## src/hdl/tve_pkg.sv

```systemverilog
package tve_pkg;

  localparam int PixelBits  = 16;
  localparam int SqBits     = 2 * PixelBits;
  localparam int RadBits    = SqBits + 1;
  localparam int RootBits   = PixelBits + 1;
  localparam int LambdaBits = 16;
  localparam int ProdBits   = SqBits + LambdaBits;
  localparam int SumBits    = 64;
  localparam int EnergyBits = 63;
  localparam int WidthBits  = 13;
  localparam int HeightBits = 16;
  localparam int CfgIdxBits = 2;
  localparam int CfgBits    = 16;
  localparam int DataShift  = 17;

  typedef enum logic [CfgIdxBits-1:0] {
    CfgWidth  = 2'd0,
    CfgHeight = 2'd1,
    CfgLambda = 2'd2
  } cfg_idx_e;

  typedef enum logic [2:0] {
    BkIdle,
    BkData,
    BkWaitV,
    BkWaitH,
    BkTail
  } bk_state_e;

  typedef struct packed {
    logic                  v_vld;
    logic [RadBits-1:0]    v_rad;
    logic                  h_vld;
    logic [SqBits-1:0]     h_sq;
    logic [SqBits-1:0]     d_sq;
    logic [LambdaBits-1:0] lambda;
    logic                  last;
  } job_t;

  function automatic logic [SqBits-1:0] sq_diff(input logic [PixelBits-1:0] a,
                                                input logic [PixelBits-1:0] b);
    logic [PixelBits:0] d;
    logic [PixelBits:0] m;
    d = {a[PixelBits-1], a} - {b[PixelBits-1], b};
    m = d[PixelBits] ? (~d + 1'b1) : d;
    return SqBits'(m[PixelBits-1:0]) * SqBits'(m[PixelBits-1:0]);
  endfunction

endpackage

```

## src/hdl/tve_fifo.sv

```systemverilog
module tve_fifo (
  input  logic              clk_i,
  input  logic              rst_ni,
  input  logic              push_i,
  input  tve_pkg::job_t     data_i,
  output logic              full_o,
  input  logic              pop_i,
  output logic              empty_o,
  output tve_pkg::job_t     data_o
);

  tve_pkg::job_t mem_q [2];
  logic          wptr_q;
  logic          rptr_q;
  logic [1:0]    cnt_q;

  assign full_o  = (cnt_q == 2'd2);
  assign empty_o = (cnt_q == 2'd0);
  assign data_o  = mem_q[rptr_q];

  always_ff @(posedge clk_i) begin
    if (push_i) begin
      mem_q[wptr_q] <= data_i;
    end
  end

  always_ff @(posedge clk_i or negedge rst_ni) begin
    if (!rst_ni) begin
      wptr_q <= 1'b0;
      rptr_q <= 1'b0;
      cnt_q  <= 2'd0;
    end else begin
      if (push_i) begin
        wptr_q <= ~wptr_q;
      end
      if (pop_i) begin
        rptr_q <= ~rptr_q;
      end
      if (push_i && !pop_i) begin
        cnt_q <= cnt_q + 2'd1;
      end else if (pop_i && !push_i) begin
        cnt_q <= cnt_q - 2'd1;
      end
    end
  end

`ifndef NO_ASSERTIONS
  assert property (@(posedge clk_i) disable iff (!rst_ni) push_i |-> !full_o)
    else $error("Job queue written while full.");
  assert property (@(posedge clk_i) disable iff (!rst_ni) pop_i |-> !empty_o)
    else $error("Job queue read while empty.");
`endif

endmodule

```

## config.mk

```make
export PLATFORM = sky130hd
export DESIGN_NAME = tve_fifo
export DESIGN_NICKNAME = d
export VERILOG_FILES = /design/src/hdl/tve_pkg.sv /design/src/hdl/tve_fifo.sv
export SDC_FILE = /design/constraint.sdc
export NUM_CORES = 1
export LEC_CHECK = 0
export ABC_AREA = 1
export ABC_CLOCK_PERIOD_IN_PS = 8200
export BUFFER_PORTS_ARGS = -buffer_cell sky130_fd_sc_hd__buf_2
export CORE_MARGIN = 1.5
export CORE_UTILIZATION = 52
export DETAILED_ROUTE_END_ITERATION = 8
export PLACE_DENSITY = 0.76
export SYNTH_ARGS = -nofsm -noshare
export SYNTH_HDL_FRONTEND = slang
export SYNTH_SLANG_ARGS = --single-unit
```

## constraint.sdc

```tcl
create_clock -name clk_i -period 8.2 [get_ports clk_i]
set_clock_uncertainty 0.1 [all_clocks]
set_input_delay 1.64 -clock clk_i [delete_from_list [all_inputs] [get_ports clk_i]]
set_output_delay 1.64 -clock clk_i [all_outputs]
set_load 0.02 [all_outputs]
```

# == Yosys cells after proc, flatten, opt, wreduce, memory -nomap -nowiden ==
# Memories as Yosys holds them, arrays and structs flattened.
# Index checks and enable logic that the tools add are counted.
# word_totals
register_bits,4
mem_bits_rw,232
in_bits,120
output_inout_bits,118
word_cells,19
n_memories,1
# op_classes
add_sub_neg,2
n_eq_ne,1
muxes,4
n_bitwise,2
reduce_logical,6
# mem_list
memory,depth,width,read_ports,rd_ports_with_merged_regs,write_ports,line,rtl
mem_q,2,116,1,0,1,tve_fifo.sv:12,tve_pkg::job_t mem_q [2];
# op_table
operator,n
2-bit two-way mux,2
2-bit by 1-bit adder with 2-bit output (second input constant),1
2-bit equality test (second input constant),1
1-bit logical AND,2
1-bit zero test,2
2-bit zero test,1
1-bit two-way mux,2
1-bit inverter,2
2-bit nonzero test,1
2-bit by 1-bit subtractor with 2-bit output (second input constant),1

# == Longest topological paths before layout ==
# logic_depth
ltp_word,4
mapped_depth,7
ltp_nobuf,7

# == Worst setup path before layout ==
# No wires, ideal clock.
# synth_timing
kind,input -> register
startpoint,input port push_i
endpoint,"memory mem_q[0][0] (netlist bit), enable pin"
setup_ps,595
arrival_time_ps,6533
t_required_ps,7505
setup_slack_ps,971
path_stages,2
n_path_buf,0
path_cell_list,inv_1 -> nor2_1
# synth_between
elab_chain_len,2
# synth_lines
item,line,rtl
from (decl),tve_fifo.sv:4,"input logic push_i,"
1-bit two-way mux,tve_fifo.sv:22,if (push_i) begin
1-bit two-way mux (not written as such),tve_fifo.sv:23,mem_q[wptr_q] <= data_i;
to (decl),tve_fifo.sv:12,
# Every way passes these cells.

==> reports/results.tsv <==
stage	metric	value	unit
run_status	status	finished clean	
critical_path	CP endpoint kind	output pin	
critical_path	crit start category	flip-flop	
layout	Final nets	761	
sta	Final Hold Fails	0	
die	Die X	132.3	µm
worst_hold_path	Min-Delay Path Depth	2	
placement	routability cong.	0.7251	
sta	Slew headroom	26.60	%
detailed_routing	via count	4382	
global_route	initial antenna violation count	1	
placement	PortBufs	237	
synth	Yosys cell types	14	
synth	complex-gate fraction of the synthesized area	0	%
sta	final setup violation count	0	
synth	Synth area leader	edfxtp_1	
die	row cnt	47	
cts	Worst-Skew Late Latency	0.49	ns
detailed_routing	Final ANT Viol Nets	0	
synth	Synth Area in Simple Gates	0.4752	%
pwr	Int Pwr	2.752	mW
sta	RSZ-0062 raised after global routing	false	
cts	CTS Hold Buffers Added	0	
global_route	GRT Overall Usage	18.09	%
synth	Syn. warnings	0	
sta	final period utilization	57.21	%
synth	Syn Inst Count	386	
global_route	vias in the first global route	4677	
synth	sequential share of the synthesized area	81.34	%
critical_path	Crit Path Max Fanout	72	
die	num ports	238	
synth	async set-reset flop share out of synthesis	1.695	%
sta	Tmin final	4.691	ns
synth	synth cell count leaders	232 x edfxtp_1, 86 x mux2_2, 30 x mux2_4, 8 x buf_2, 7 x inv_1	
layout	number of fill cells	1130	
synth	Post-Synth Adder-Cell Area	0.1440	%
die	Core Area	16470	µm²
critical_path	Worst Path Class, Setup	reg -> out	
critical_path	R2R depth	3	
synth	Synth area leaders	edfxtp_1 80%, mux2_2 11%, mux2_4 5.2%, dfrtp_1 1.2%, buf_6 0.65%	
cts	Setup Buffers After CTS	0	
worst_hold_path	Hold Crit Class	reg -> reg	
critical_path	CP peak stage delay	0.93	ns
cts	Clock Root Buffer	clkbuf_16	
synth	post-synth top area share	80.18	%
pwr	sequential share of power	42.9	%
cts	Max H-tree Level	1	
synth	Yosys reg bits	236	
layout	Design Area, Final	10870	µm²
sta	Setup TNS	0	ns
sta	FMAX	213.2	MHz
critical_path	CP max stage cell	buf_4	
layout	share of cells above drive strength 1	59.45	%
pwr	worst vdd ir	225.8	µV
job	Max Cap Violations	0	
sta	Slew Limit Fails	0	
synth	multiplexer share of the synthesized area	16.33	%
layout	final core occ	66.02	%
global_route	first-pass GRT wire length	24720	µm
critical_path	WP data arrival	2.95	ns
cts	Reg clk slew, reported paths	0.06	ns
pwr	Switching Share	30.76	%
cts	CTS Buf Count	24	
pwr	total power	3.975	mW
synth	Netlist Area Pre-Place	8688	µm²
critical_path	CP required	6.46	ns
synth	Synth Area in XOR/XNOR	0.3024	%
pwr	Comb pwr share	30.6	%
detailed_routing	initial DRC count	264	
cts	sink count of the clock tree	236	
detailed_routing	DRC violations left	0	
pwr	Clk network pwr share	26.5	%
detailed_routing	Routed WL	15920	µm
cts	post_cts resized	0	
synth	syn_nets	507	
placement	placed cell area	10100	µm²
global_route	pin count of the biggest net entering global routing	79	
layout	Area growth syn-to-layout	25.11	%
cts	CTS tree	yes	
pwr	P per Cell Area	365.7	nW/µm²
detailed_routing	Pre-Repair DR Iteration Count	4	
detailed_routing	detail-routed via count per cell	4.997	
synth	most frequent cell after synthesis	edfxtp_1	
critical_path	CP Cell Sequence	buf_4 > mux2_2 > buf_2	
synth	main flop type after synthesis	edfxtp_1	
placement	DP HPWL	10470	µm
die	initial core utilization	52.77	%
die	Die Ht	132.3	µm
die	area of the die	17490	µm²
cts	worst-case clock buffer depth	3	
synth	EDFF count, synth	232	
global_route	Overflow after GRT	0	
sta	actual slew at the worst max-slew pin	1.101	ns
pwr	P_sw	1.223	mW
detailed_routing	DR WL/cell	18.15	µm
synth	Synth Area per Inst	22.51	µm²
pwr	P_leak	4.213	nW
synth	main combinational cell family by area after synthesis	multiplexers	
[routing by layer]
metal	routed length [µm]	GRT usage, %
met1	6334	22.59
met2	7891	30.66
met3	1338	5.267
met4	342	5.861
met5	13	0
[final cells by class]
type / count / area (µm²) / share of cell area [%]
Antenna cell: 1 / 2.502 / 0.02302
Clock buffer: 30 / 644.4 / 5.928
Clock inverter: 12 / 126.4 / 1.163
Inverter: 7 / 28.78 / 0.2647
Multi-Input combinational cell: 130 / 1506 / 13.86
Sequential cell: 236 / 7071 / 65.04
Tap cell: 220 / 275.3 / 2.532
Timing Repair Buffer: 241 / 1216 / 11.19
[registers in the layout, indices dropped and copies added (netlist names)]
name and cells:
cnt_q 2, mem_q 232, rptr_q 1, wptr_q 1
[logic make-up after synthesis]
family	after synthesis
xor+xnor	3
fa+ha+maj	1
buf+inv	20
flops	236
mux	116
simple gates	10
[power by group through the flow]
| stage | logic, mW | registers (mW) | clock network (mW) |
|---|---|---|---|
| after floorplan | 0.920 | 1.70 | 0 |
| after global placement | 1.21 | 1.72 | 0 |
| after detailed placement | 1.23 | 1.74 | 0 |
| after CTS | 1.23 | 1.71 | 1.08 |
| after global routing | 1.29 | 1.73 | 1.13 |
| final | 1.21 | 1.71 | 1.05 |
[path summary, 6_finish.rpt]
kind / from / to / slack (ns)
max: rptr_q / data_o[5] / 3.51
min: cnt_q[1] / cnt_q[1] / 0.42
max reg2reg: wptr_q / mem_q[0][75] / 5.74
min reg2reg: cnt_q[1] / cnt_q[1] / 0.42
max in group asynchronous: rst_ni / rptr_q / 7.03
min in group asynchronous: rst_ni / rptr_q / 0.84
[worst max-delay path: cells and delay by family, from the launching register on]
kind / cells / cell delay (ns)
mux: 1 / 0.45
flops: 1 / 0.83
buf+inv: 2 / 1.10
[cells in the final DEF (no fill, tap or decap), drive strengths merged]
master and instances:
bufinv 3, xnor2 1, nand4 1, nor2 3, nand3 1, buf 241
clkbuf 30, edfxtp 232, ha 1, clkinv 9, inv 7, dfrtp 4
nand2 5, diode 1, xor2 2, mux2 116
[per-stage QoR]
step / worst slack, ns / cells / hold WS [ns]
final: 3.509 / 877 / 0.4202
after global routing: 3.354 / 876 / 0.4535
after CTS: 3.470 / 876 / 0.4330
after detailed placement: 4.010 / 834 / 0.4185
after global placement: 4.068 / 834 / 0.3768
after floorplan: 0.9713 / 386 / 0.3631
(Power assumes the default switching activity.)
