===== config.mk =====
export PLATFORM = sky130hd
export DESIGN_NAME = tve_back
export DESIGN_NICKNAME = d
export VERILOG_FILES = /design/src/hdl/tve_pkg.sv /design/src/hdl/tve_sqrt.sv /design/src/hdl/tve_back.sv
export SDC_FILE = /design/constraint.sdc
export NUM_CORES = 2
export LEC_CHECK = 0
export ABC_AREA = 1
export BUFFER_PORTS_ARGS = -buffer_cell sky130_fd_sc_hd__buf_4
export CORE_MARGIN = 2
export CORE_UTILIZATION = 40
export DETAILED_ROUTE_END_ITERATION = 8
export SLEW_MARGIN = 20
export SYNTH_ARGS = -nofsm -noshare
export SYNTH_HDL_FRONTEND = slang
export SYNTH_SLANG_ARGS = --single-unit

===== constraint.sdc =====
create_clock -name clk_i -period 10.8 [get_ports clk_i]
set_input_delay 0.54 -clock clk_i [delete_from_list [all_inputs] [get_ports clk_i]]
set_output_delay 0.54 -clock clk_i [all_outputs]
set_load 0.05 [all_outputs]

===== src/hdl/tve_pkg.sv =====
package tve_pkg;

  localparam int PixelBits  = 16;
  localparam int SqBits     = 2 * PixelBits;
  localparam int RadBits    = SqBits + 1;
  localparam int RootBits   = PixelBits + 1;
  localparam int LambdaBits = 16;
  localparam int ProdBits   = SqBits + LambdaBits;
  localparam int SumBits    = 64;
  localparam int EnergyBits = 63;
  localparam int WidthBits  = 13;
  localparam int HeightBits = 16;
  localparam int CfgIdxBits = 2;
  localparam int CfgBits    = 16;
  localparam int DataShift  = 17;

  typedef enum logic [CfgIdxBits-1:0] {
    CfgWidth  = 2'd0,
    CfgHeight = 2'd1,
    CfgLambda = 2'd2
  } cfg_idx_e;

  typedef enum logic [2:0] {
    BkIdle,
    BkData,
    BkWaitV,
    BkWaitH,
    BkTail
  } bk_state_e;

  typedef struct packed {
    logic                  v_vld;
    logic [RadBits-1:0]    v_rad;
    logic                  h_vld;
    logic [SqBits-1:0]     h_sq;
    logic [SqBits-1:0]     d_sq;
    logic [LambdaBits-1:0] lambda;
    logic                  last;
  } job_t;

  function automatic logic [SqBits-1:0] sq_diff(input logic [PixelBits-1:0] a,
                                                input logic [PixelBits-1:0] b);
    logic [PixelBits:0] d;
    logic [PixelBits:0] m;
    d = {a[PixelBits-1], a} - {b[PixelBits-1], b};
    m = d[PixelBits] ? (~d + 1'b1) : d;
    return SqBits'(m[PixelBits-1:0]) * SqBits'(m[PixelBits-1:0]);
  endfunction

endpackage


===== src/hdl/tve_sqrt.sv =====
module tve_sqrt #(
  parameter int RootBits = 17
) (
  input  logic                    clk_i,
  input  logic                    rst_ni,
  input  logic                    start_i,
  input  logic [2*RootBits-1:0]   rad_i,
  output logic                    done_o,
  output logic [RootBits-1:0]     root_o
);

  localparam int RemBits = RootBits + 2;
  localparam int CntBits = $clog2(RootBits);

  logic                  busy_q;
  logic                  done_q;
  logic [CntBits-1:0]    cnt_q;
  logic [2*RootBits-1:0] rad_q;
  logic [RemBits-1:0]    rem_q;
  logic [RootBits-1:0]   root_q;
  logic [RemBits+1:0]    rem_sh;
  logic [RemBits+1:0]    trial;
  logic                  take;

  always_comb begin
    rem_sh = {rem_q, rad_q[2*RootBits-1 -: 2]};
    trial  = (RemBits+2)'({root_q, 2'b01});
    take   = (rem_sh >= trial);
  end

  always_ff @(posedge clk_i or negedge rst_ni) begin
    if (!rst_ni) begin
      busy_q <= 1'b0;
      done_q <= 1'b0;
      cnt_q  <= '0;
    end else begin
      done_q <= 1'b0;
      if (start_i) begin
        busy_q <= 1'b1;
        cnt_q  <= CntBits'(RootBits - 1);
      end else if (busy_q) begin
        cnt_q <= cnt_q - 1'b1;
        if (cnt_q == '0) begin
          busy_q <= 1'b0;
          done_q <= 1'b1;
        end
      end
    end
  end

  always_ff @(posedge clk_i) begin
    if (start_i) begin
      rad_q  <= rad_i;
      rem_q  <= '0;
      root_q <= '0;
    end else if (busy_q) begin
      rad_q <= {rad_q[2*RootBits-3:0], 2'b00};
      if (take) begin
        rem_q  <= RemBits'(rem_sh - trial);
        root_q <= {root_q[RootBits-2:0], 1'b1};
      end else begin
        rem_q  <= RemBits'(rem_sh);
        root_q <= {root_q[RootBits-2:0], 1'b0};
      end
    end
  end

  assign done_o = done_q;
  assign root_o = root_q;

endmodule


===== src/hdl/tve_back.sv =====
module tve_back (
  input  logic                              clk_i,
  input  logic                              rst_ni,
  input  logic                              clear_i,
  input  logic                              job_empty_i,
  input  tve_pkg::job_t                     job_i,
  output logic                              job_pop_o,
  output logic                              empty,
  input  logic                              pop,
  output logic [tve_pkg::EnergyBits-1:0]    energy_o
);

  tve_pkg::bk_state_e               state_q, state_d;
  tve_pkg::job_t                    job_q;
  logic [tve_pkg::ProdBits-1:0]     prod_q;
  logic [tve_pkg::SumBits-1:0]      grad_q;
  logic [tve_pkg::SumBits-1:0]      data_q;
  logic                             out_vld_q;
  logic [tve_pkg::EnergyBits-1:0]   energy_q;

  logic                             sq_start;
  logic [2*tve_pkg::RootBits-1:0]   sq_rad;
  logic                             sq_done;
  logic [tve_pkg::RootBits-1:0]     sq_root;
  logic                             emit;

  logic [tve_pkg::SumBits:0]        data_add;
  logic [tve_pkg::SumBits:0]        grad_add;
  logic [tve_pkg::SumBits:0]        e_sum;
  logic [tve_pkg::EnergyBits-1:0]   e_val;

  tve_sqrt #(.RootBits(tve_pkg::RootBits)) u_sqrt (
    .clk_i   (clk_i),
    .rst_ni  (rst_ni),
    .start_i (sq_start),
    .rad_i   (sq_rad),
    .done_o  (sq_done),
    .root_o  (sq_root)
  );

  always_comb begin
    data_add = {1'b0, data_q} + (tve_pkg::SumBits+1)'(prod_q);
    grad_add = {1'b0, grad_q} + (tve_pkg::SumBits+1)'(sq_root);
    e_sum    = {1'b0, grad_q} + (tve_pkg::SumBits+1)'(data_q >> tve_pkg::DataShift);
    e_val    = (e_sum[tve_pkg::SumBits:tve_pkg::EnergyBits] != '0) ? '1
             : e_sum[tve_pkg::EnergyBits-1:0];
  end

  always_comb begin
    state_d   = state_q;
    job_pop_o = 1'b0;
    sq_start  = 1'b0;
    sq_rad    = (2*tve_pkg::RootBits)'(job_q.v_rad);
    emit      = 1'b0;
    unique case (state_q)
      tve_pkg::BkIdle: begin
        if (!job_empty_i) begin
          job_pop_o = 1'b1;
          state_d   = tve_pkg::BkData;
        end
      end
      tve_pkg::BkData: begin
        if (job_q.v_vld) begin
          sq_start = 1'b1;
          state_d  = tve_pkg::BkWaitV;
        end else if (job_q.h_vld) begin
          sq_start = 1'b1;
          sq_rad   = (2*tve_pkg::RootBits)'(job_q.h_sq);
          state_d  = tve_pkg::BkWaitH;
        end else begin
          state_d = tve_pkg::BkTail;
        end
      end
      tve_pkg::BkWaitV: begin
        if (sq_done) begin
          if (job_q.h_vld) begin
            sq_start = 1'b1;
            sq_rad   = (2*tve_pkg::RootBits)'(job_q.h_sq);
            state_d  = tve_pkg::BkWaitH;
          end else begin
            state_d = tve_pkg::BkTail;
          end
        end
      end
      tve_pkg::BkWaitH: begin
        if (sq_done) begin
          state_d = tve_pkg::BkTail;
        end
      end
      tve_pkg::BkTail: begin
        if (!job_q.last) begin
          state_d = tve_pkg::BkIdle;
        end else if (!out_vld_q) begin
          emit    = 1'b1;
          state_d = tve_pkg::BkIdle;
        end
      end
      default: state_d = tve_pkg::BkIdle;
    endcase
  end

  always_ff @(posedge clk_i or negedge rst_ni) begin
    if (!rst_ni) begin
      state_q   <= tve_pkg::BkIdle;
      grad_q    <= '0;
      data_q    <= '0;
      out_vld_q <= 1'b0;
    end else begin
      state_q <= state_d;
      if (pop && out_vld_q) begin
        out_vld_q <= 1'b0;
      end
      if (clear_i || emit) begin
        grad_q <= '0;
        data_q <= '0;
      end else begin
        if (state_q == tve_pkg::BkData) begin
          data_q <= data_add[tve_pkg::SumBits] ? '1 : data_add[tve_pkg::SumBits-1:0];
        end
        if (sq_done) begin
          grad_q <= grad_add[tve_pkg::SumBits] ? '1 : grad_add[tve_pkg::SumBits-1:0];
        end
      end
      if (emit) begin
        out_vld_q <= 1'b1;
      end
    end
  end

  always_ff @(posedge clk_i) begin
    if (job_pop_o) begin
      job_q  <= job_i;
      prod_q <= tve_pkg::ProdBits'(job_i.lambda) * tve_pkg::ProdBits'(job_i.d_sq);
    end
    if (emit) begin
      energy_q <= e_val;
    end
  end

  assign empty    = ~out_vld_q;
  assign energy_o = energy_q;

`ifndef NO_ASSERTIONS
  assert property (@(posedge clk_i) disable iff (!rst_ni)
                   sq_done |-> (state_q == tve_pkg::BkWaitV || state_q == tve_pkg::BkWaitH))
    else $error("Square root finished with no pixel waiting for it.");
  assert property (@(posedge clk_i) disable iff (!rst_ni) emit |-> job_q.last)
    else $error("Energy emitted before the last pixel of the frame.");
`endif

endmodule

* Yosys cells after proc, flatten, opt, wreduce, memory -nomap -nowiden
Cells that the tools add are included.
Cells by class: add/subtract/negate cells 5, multipliers 1, div/mod/pow operators 0, order comparisons 1, eq/ne operators 8, shifts and indexed selects 0, multiplexer cells 41, bitwise logic cells 1, reduce and logical (&&, ||, !) cells 10
Operator list (number):
- 64-bit two-way mux | 6
- 34-bit two-way mux | 3
- 34-bit case mux with 2 select lines | 1
- 33-bit two-way mux | 2
- 64-bit by 17-bit adder with 65-bit output | 1
- 64-bit by 47-bit adder with 65-bit output | 1
- 64-bit by 48-bit adder with 65-bit output | 1
- 16-bit by 32-bit multiplier with 48-bit output | 1
- 21-bit by 19-bit >= comparator with 1-bit output | 1
- 3-bit two-way mux | 7
- 19-bit two-way mux | 1
- 19-bit subtractor | 1
- 1-bit two-way mux | 17
- 3-bit case mux with 5 select lines | 1
- 5-bit two-way mux | 2
- 2-bit nonzero test | 5
- 3-bit by 2-bit == test with 1-bit output (second input constant) | 2
- 5-bit zero test | 1
- 5-bit by 1-bit subtractor with 5-bit output (second input constant) | 1
- 2-bit by 1-bit != test with 1-bit output (second input constant) | 2
- 4-bit AND reduction | 1
- 3-bit by 1-bit == test with 1-bit output (second input constant) | 1
- 3-bit == test (second input constant) | 1
- 3-bit zero test | 1
- other kinds (6) | 6
Word-level totals: register bits 388, latch bits 0, RAM bits 0, memory bits (read-only) 0, input bits 121, output and inout bits 65, logic and storage cells 84, memories 0

* Logic depth before layout (Yosys ltp)
word-level depth 5, depth in mapped cells 27

* Cells and area by module
Synthesis repeated with hierarchy kept, for this count alone.
Second synthesis, totals: cells, all modules 6678, area, all modules 46002.9 um2
By module, submodules not included:
- tve_back | instances 1, cells each 6105, area an instance 41603.7 um2, seq. area each 8678.3 um2
- tve_sqrt | instances 1, cells each 573, area an instance 4399.2 um2, seq. area each 1916.8 um2

* Worst setup path after synthesis
Ideal clock, no wire load.
kind input -> register, start point in job_empty_i, end point reg job_q[0] (netlist name), enable pin, arrival 9423 ps, data required time 10020 ps, setup slack 597 ps, cell stages on the path 1, path buffers 0, path through nor3_1
Between the ends: word-level cells in the longest chain between the ends 2
Ends and longest elaborated chain:
- start, declared | line tve_back.sv:5 | input logic job_empty_i,
- 1-bit two-way mux | line tve_back.sv:57 | if (!job_empty_i) begin
- 1-bit two-way mux | line tve_back.sv:55 | unique case (state_q)
- end signal, assigned | line tve_back.sv:132 | job_q <= job_i;
- end, declared | line tve_back.sv:14 | tve_pkg::job_t job_q;
No other way between the ends. A chain may end at the register's enable or synchronous reset.

* Final worst setup path
start point in job_i[2] (netlist name), end point reg prod_q[43] (netlist name) (data pin)
Between the ends: word-level cells in the longest chain between the ends 1
Ends and longest elaborated chain:
- start, declared | line tve_back.sv:6 | input tve_pkg::job_t job_i,
- 16-bit by 32-bit multiplier with 48-bit output | line tve_back.sv:133 | prod_q <= tve_pkg::ProdBits'(job_i.lambda) * tve_pkg::ProdBits'(job_i.d_sq);
- end signal, assigned | line tve_back.sv:133
- end, declared | line tve_back.sv:15 | logic [tve_pkg::ProdBits-1:0] prod_q;
No other way between the ends.

==> impl_metrics.yaml <==
grt:
  grt_max_degree: 75
  grt_usage: 0.251
  grt_remaining_overflow: 0
  grt.busiest_layer: "met2"
  grt_use_met3: 0.0366
  groute.layer.met1.usage: 0.347
  grt_util_met2: 0.411
  grt_antenna_before_repair: 2
  grt_pass1_vias: 40600
  grt_pass1_wl_um: 230000
synth:
  yosysMostFrequentCell: "nand2_1"
  synth_area_mm2: 0.0458
  synth_top_area_cell: "nand2_1"
  ys.flop_type: "edfxtp_1"
  synth_edf_count: 213
  yosysWarningCount: 0
  ys_seq_area_frac: 0.231
  syn_nets: 7463
  synth_seq_cells: 388
  synth.distinct_cells: 50
  synth_async_sr_flop_share: 0.358
  syn_avg_cell_area_um2: 6.86
  netlist.area_leader.share: 0.193
  synth.area.top_cells: "nand2_1 19%, fa_1 18%, edfxtp_1 14%, inv_1 12%, dfrtp_1 7.6%"
  synth_common_cells: "2,357 x nand2_1, 1,477 x inv_1, 421 x fa_1"
  synthCells: 6668
place:
  place_congestion: 1.01
  dp_slack_ps: 4520
  dp.final_hpwl_um: 118000
  port_buffers: 185
  placed_cells: 8197
cells_and_area:
  drive_gt1_frac: 0.0503
  antenna_cells: 0
  fin_cells: 8289
  area_growth_pct: 9.48
  final_net_count: 7532
setup_path:
  endpoint_kind: "flip-flop"
  r2r_cells: 11
  reg2reg_from: "grad_q[33]$_DFFE_PN0P_"
  cp_max_fo: 32
  cp-start-kind: "primary input"
  crit_type: "primary input to flip-flop"
  arrival_ps: 6210
  cp.required_ps: 11260
  rr_endpoint: "energy_o[16]$_SDFFCE_PP1P_"
  rrSetupSlack_ps: 7320
clock_tree:
  clock_path_buffers: 3
  post_cts.repair.setup_buffers: 0
  cts_buffers: 49
  cts-root-buf: "clkbuf_16"
  cts_sinks: 388
  path_clk_slew_ps: 60
  cts_htree_levels: 2
  insertion_delay_ps: 650
  cts_tree: "done"
  cts.repair.resized: 0
  ctsHoldBuffers: 1
die:
  rows: 124
  die_h_um: 342
  boundaryPins: 186
  die_x_um: 342
  coreArea_mm2: 0.114
  start_util: 0.402
  die_area_mm2: 0.117
sta:
  worst_pin_slew_ps: 1040
  finalMaxSlewViolations: 0
  setup_viol: 0
  timing.final.ws_setup_ps: 5050
  rsz0062_at_grt: "no"
  relSlewSlack: 0.303
  skew_ps: 36.3
  fmax_ghz: 0.174
  finalCritPeriodShare: 0.532
  hold_violations: 0
  min_period_ps: 5750
  final.setup.tns_ps: 0
flow_run:
  max_cap_violations: 0
routing:
  routedWlPerCell_um: 17.6
  drc_errors: 0
  ant_nets: 0
  wirelength_um: 146000
  drtIter0Drc: 3177
  dr.pass1.iters: 6
  avgViaCountPerCell: 4.97
  vias: 41200
min_path:
  min_path_type: "primary input to flip-flop"
  min-delay-start: "job_i[90]"
  holdPathEnd: "job_q[90]$_DFFE_PP_"
  min_path_cells: 1
power:
  power.density_mw_per_mm2: 344
  ir_worst_vdd_v: 0.000415
  leakage_nw: 27.5
status:
  outcome: "finished clean"
==> flip-flops by register name (all words and copies together) (netlist names) <==
register / count
state_q: 3
grad_q: 64
out_vld_q: 1
u_sqrt.done_o: 1
u_sqrt.cnt_q: 5
u_sqrt.root_o: 17
job_q: 68
prod_q: 48
u_sqrt.rad_q: 34
u_sqrt.rem_q: 19
energy_o: 63
data_q: 64
u_sqrt.busy_q: 1
==> kinds of logic (layout without fill, tap and decap cells) <==
group                    after synthesis  after routing  synth area share
AND/OR/NAND/NOR                     3322           3322             0.294
buffers and inverters               1666           1775             0.139
adder cells (fa/ha/maj)              674            674             0.253
AO/OA/AOI/OAI                        482            482            0.0567
flip-flops                           388            388             0.231
XOR/XNOR                             136            136            0.0260
==> layout by cell type (no fill, tap or decap), types with 11 or more instances in the layout <==
| cell type | count |
|---|---|
| a21o_1 | 11 |
| a21oi_1 | 187 |
| a31oi_1 | 13 |
| and2_1 | 13 |
| buf_4 | 198 |
| clkbuf_16 | 49 |
| dfrtp_1 | 139 |
| dfxtp_1 | 36 |
| edfxtp_1 | 213 |
| fa_1 | 421 |
| ha_1 | 253 |
| inv_1 | 1476 |
| nand2_1 | 2356 |
| nand2_2 | 17 |
| nand3_1 | 328 |
| nand4_1 | 61 |
| nor2_1 | 412 |
| nor2_2 | 12 |
| nor3_1 | 58 |
| nor4_1 | 15 |
| o21ai_0 | 200 |
| o21bai_1 | 19 |
| o22ai_1 | 18 |
| xnor2_1 | 47 |
| xor2_1 | 89 |
==> metal layers <==
metal,share of wire,vias to the layer above
met4,0.027,4
met3,0.065,193
met5,0.00016,-
met1,0.45,19500
li1,-,20200
met2,0.46,1267
==> worst max-delay path: stages <==
cell,delay (ps)
buf_4,360
nand2_1,150
fa_1,550
inv_1,50
fa_1,530
inv_1,50
fa_1,490
inv_1,50
fa_1,470
fa_1,530
inv_1,50
fa_1,470
inv_1,40
ha_1,410
nand2_1,140
nor2_1,100
inv_1,90
nor2_1,160
inv_1,70
nor3_1,280
nand4_1,200
nand3_1,170
xor2_1,210
==> where the power goes <==
| part | switching [W] | internal, W |
|---|---|---|
| clock | 0.000720 | 0.000991 |
| combinational | 0.00842 | 0.00434 |
| sequential | 0.000279 | 0.00248 |
| total | 0.00942 | 0.00780 |
==> how the worst max path moves through the flow <==
stage | slack [ps] | to | from | cells after the start
2_1_floorplan | 600 | job_q[0]$_DFFE_PP_ | job_empty_i | 1
3_3_place_gp | 4550 | prod_q[39]$_DFFE_PP_ | job_i[8] | 25
3_5_place_dp | 4520 | prod_q[43]$_DFFE_PP_ | job_i[2] | 23
4_1_cts | 5210 | prod_q[43]$_DFFE_PP_ | job_i[2] | 23
5_1_grt | 4830 | prod_q[39]$_DFFE_PP_ | job_i[8] | 25
6_report | 5050 | prod_q[43]$_DFFE_PP_ | job_i[2] | 23
==> cell type report <==
class                      instances  area, µm²
clock buffer                      57       1260
clock inverter                    34        415
fill                           12000      63800
inverter                        1484       5570
multi-input combinational       4614      28900
sequential                       388      10600
tap                             1512       1890
timing repair buffer             200       1510
==> per-stage QoR <==
step / instance area [µm²] / hold slack [ps] / utilization / total power [W]
6_report: 50100 / 66.9 / 0.440 / 0.0172
2_1_floorplan: 45800 / 244 / - / 0.0119
3_3_place_gp: 48400 / 433 / 0.425 / 0.0153
3_5_place_dp: 48400 / 446 / 0.425 / 0.0154
5_1_grt: 50100 / 23.0 / 0.440 / 0.0191
4_1_cts: 50100 / 26.3 / 0.440 / 0.0172
Power figures use the tool's default switching activity.
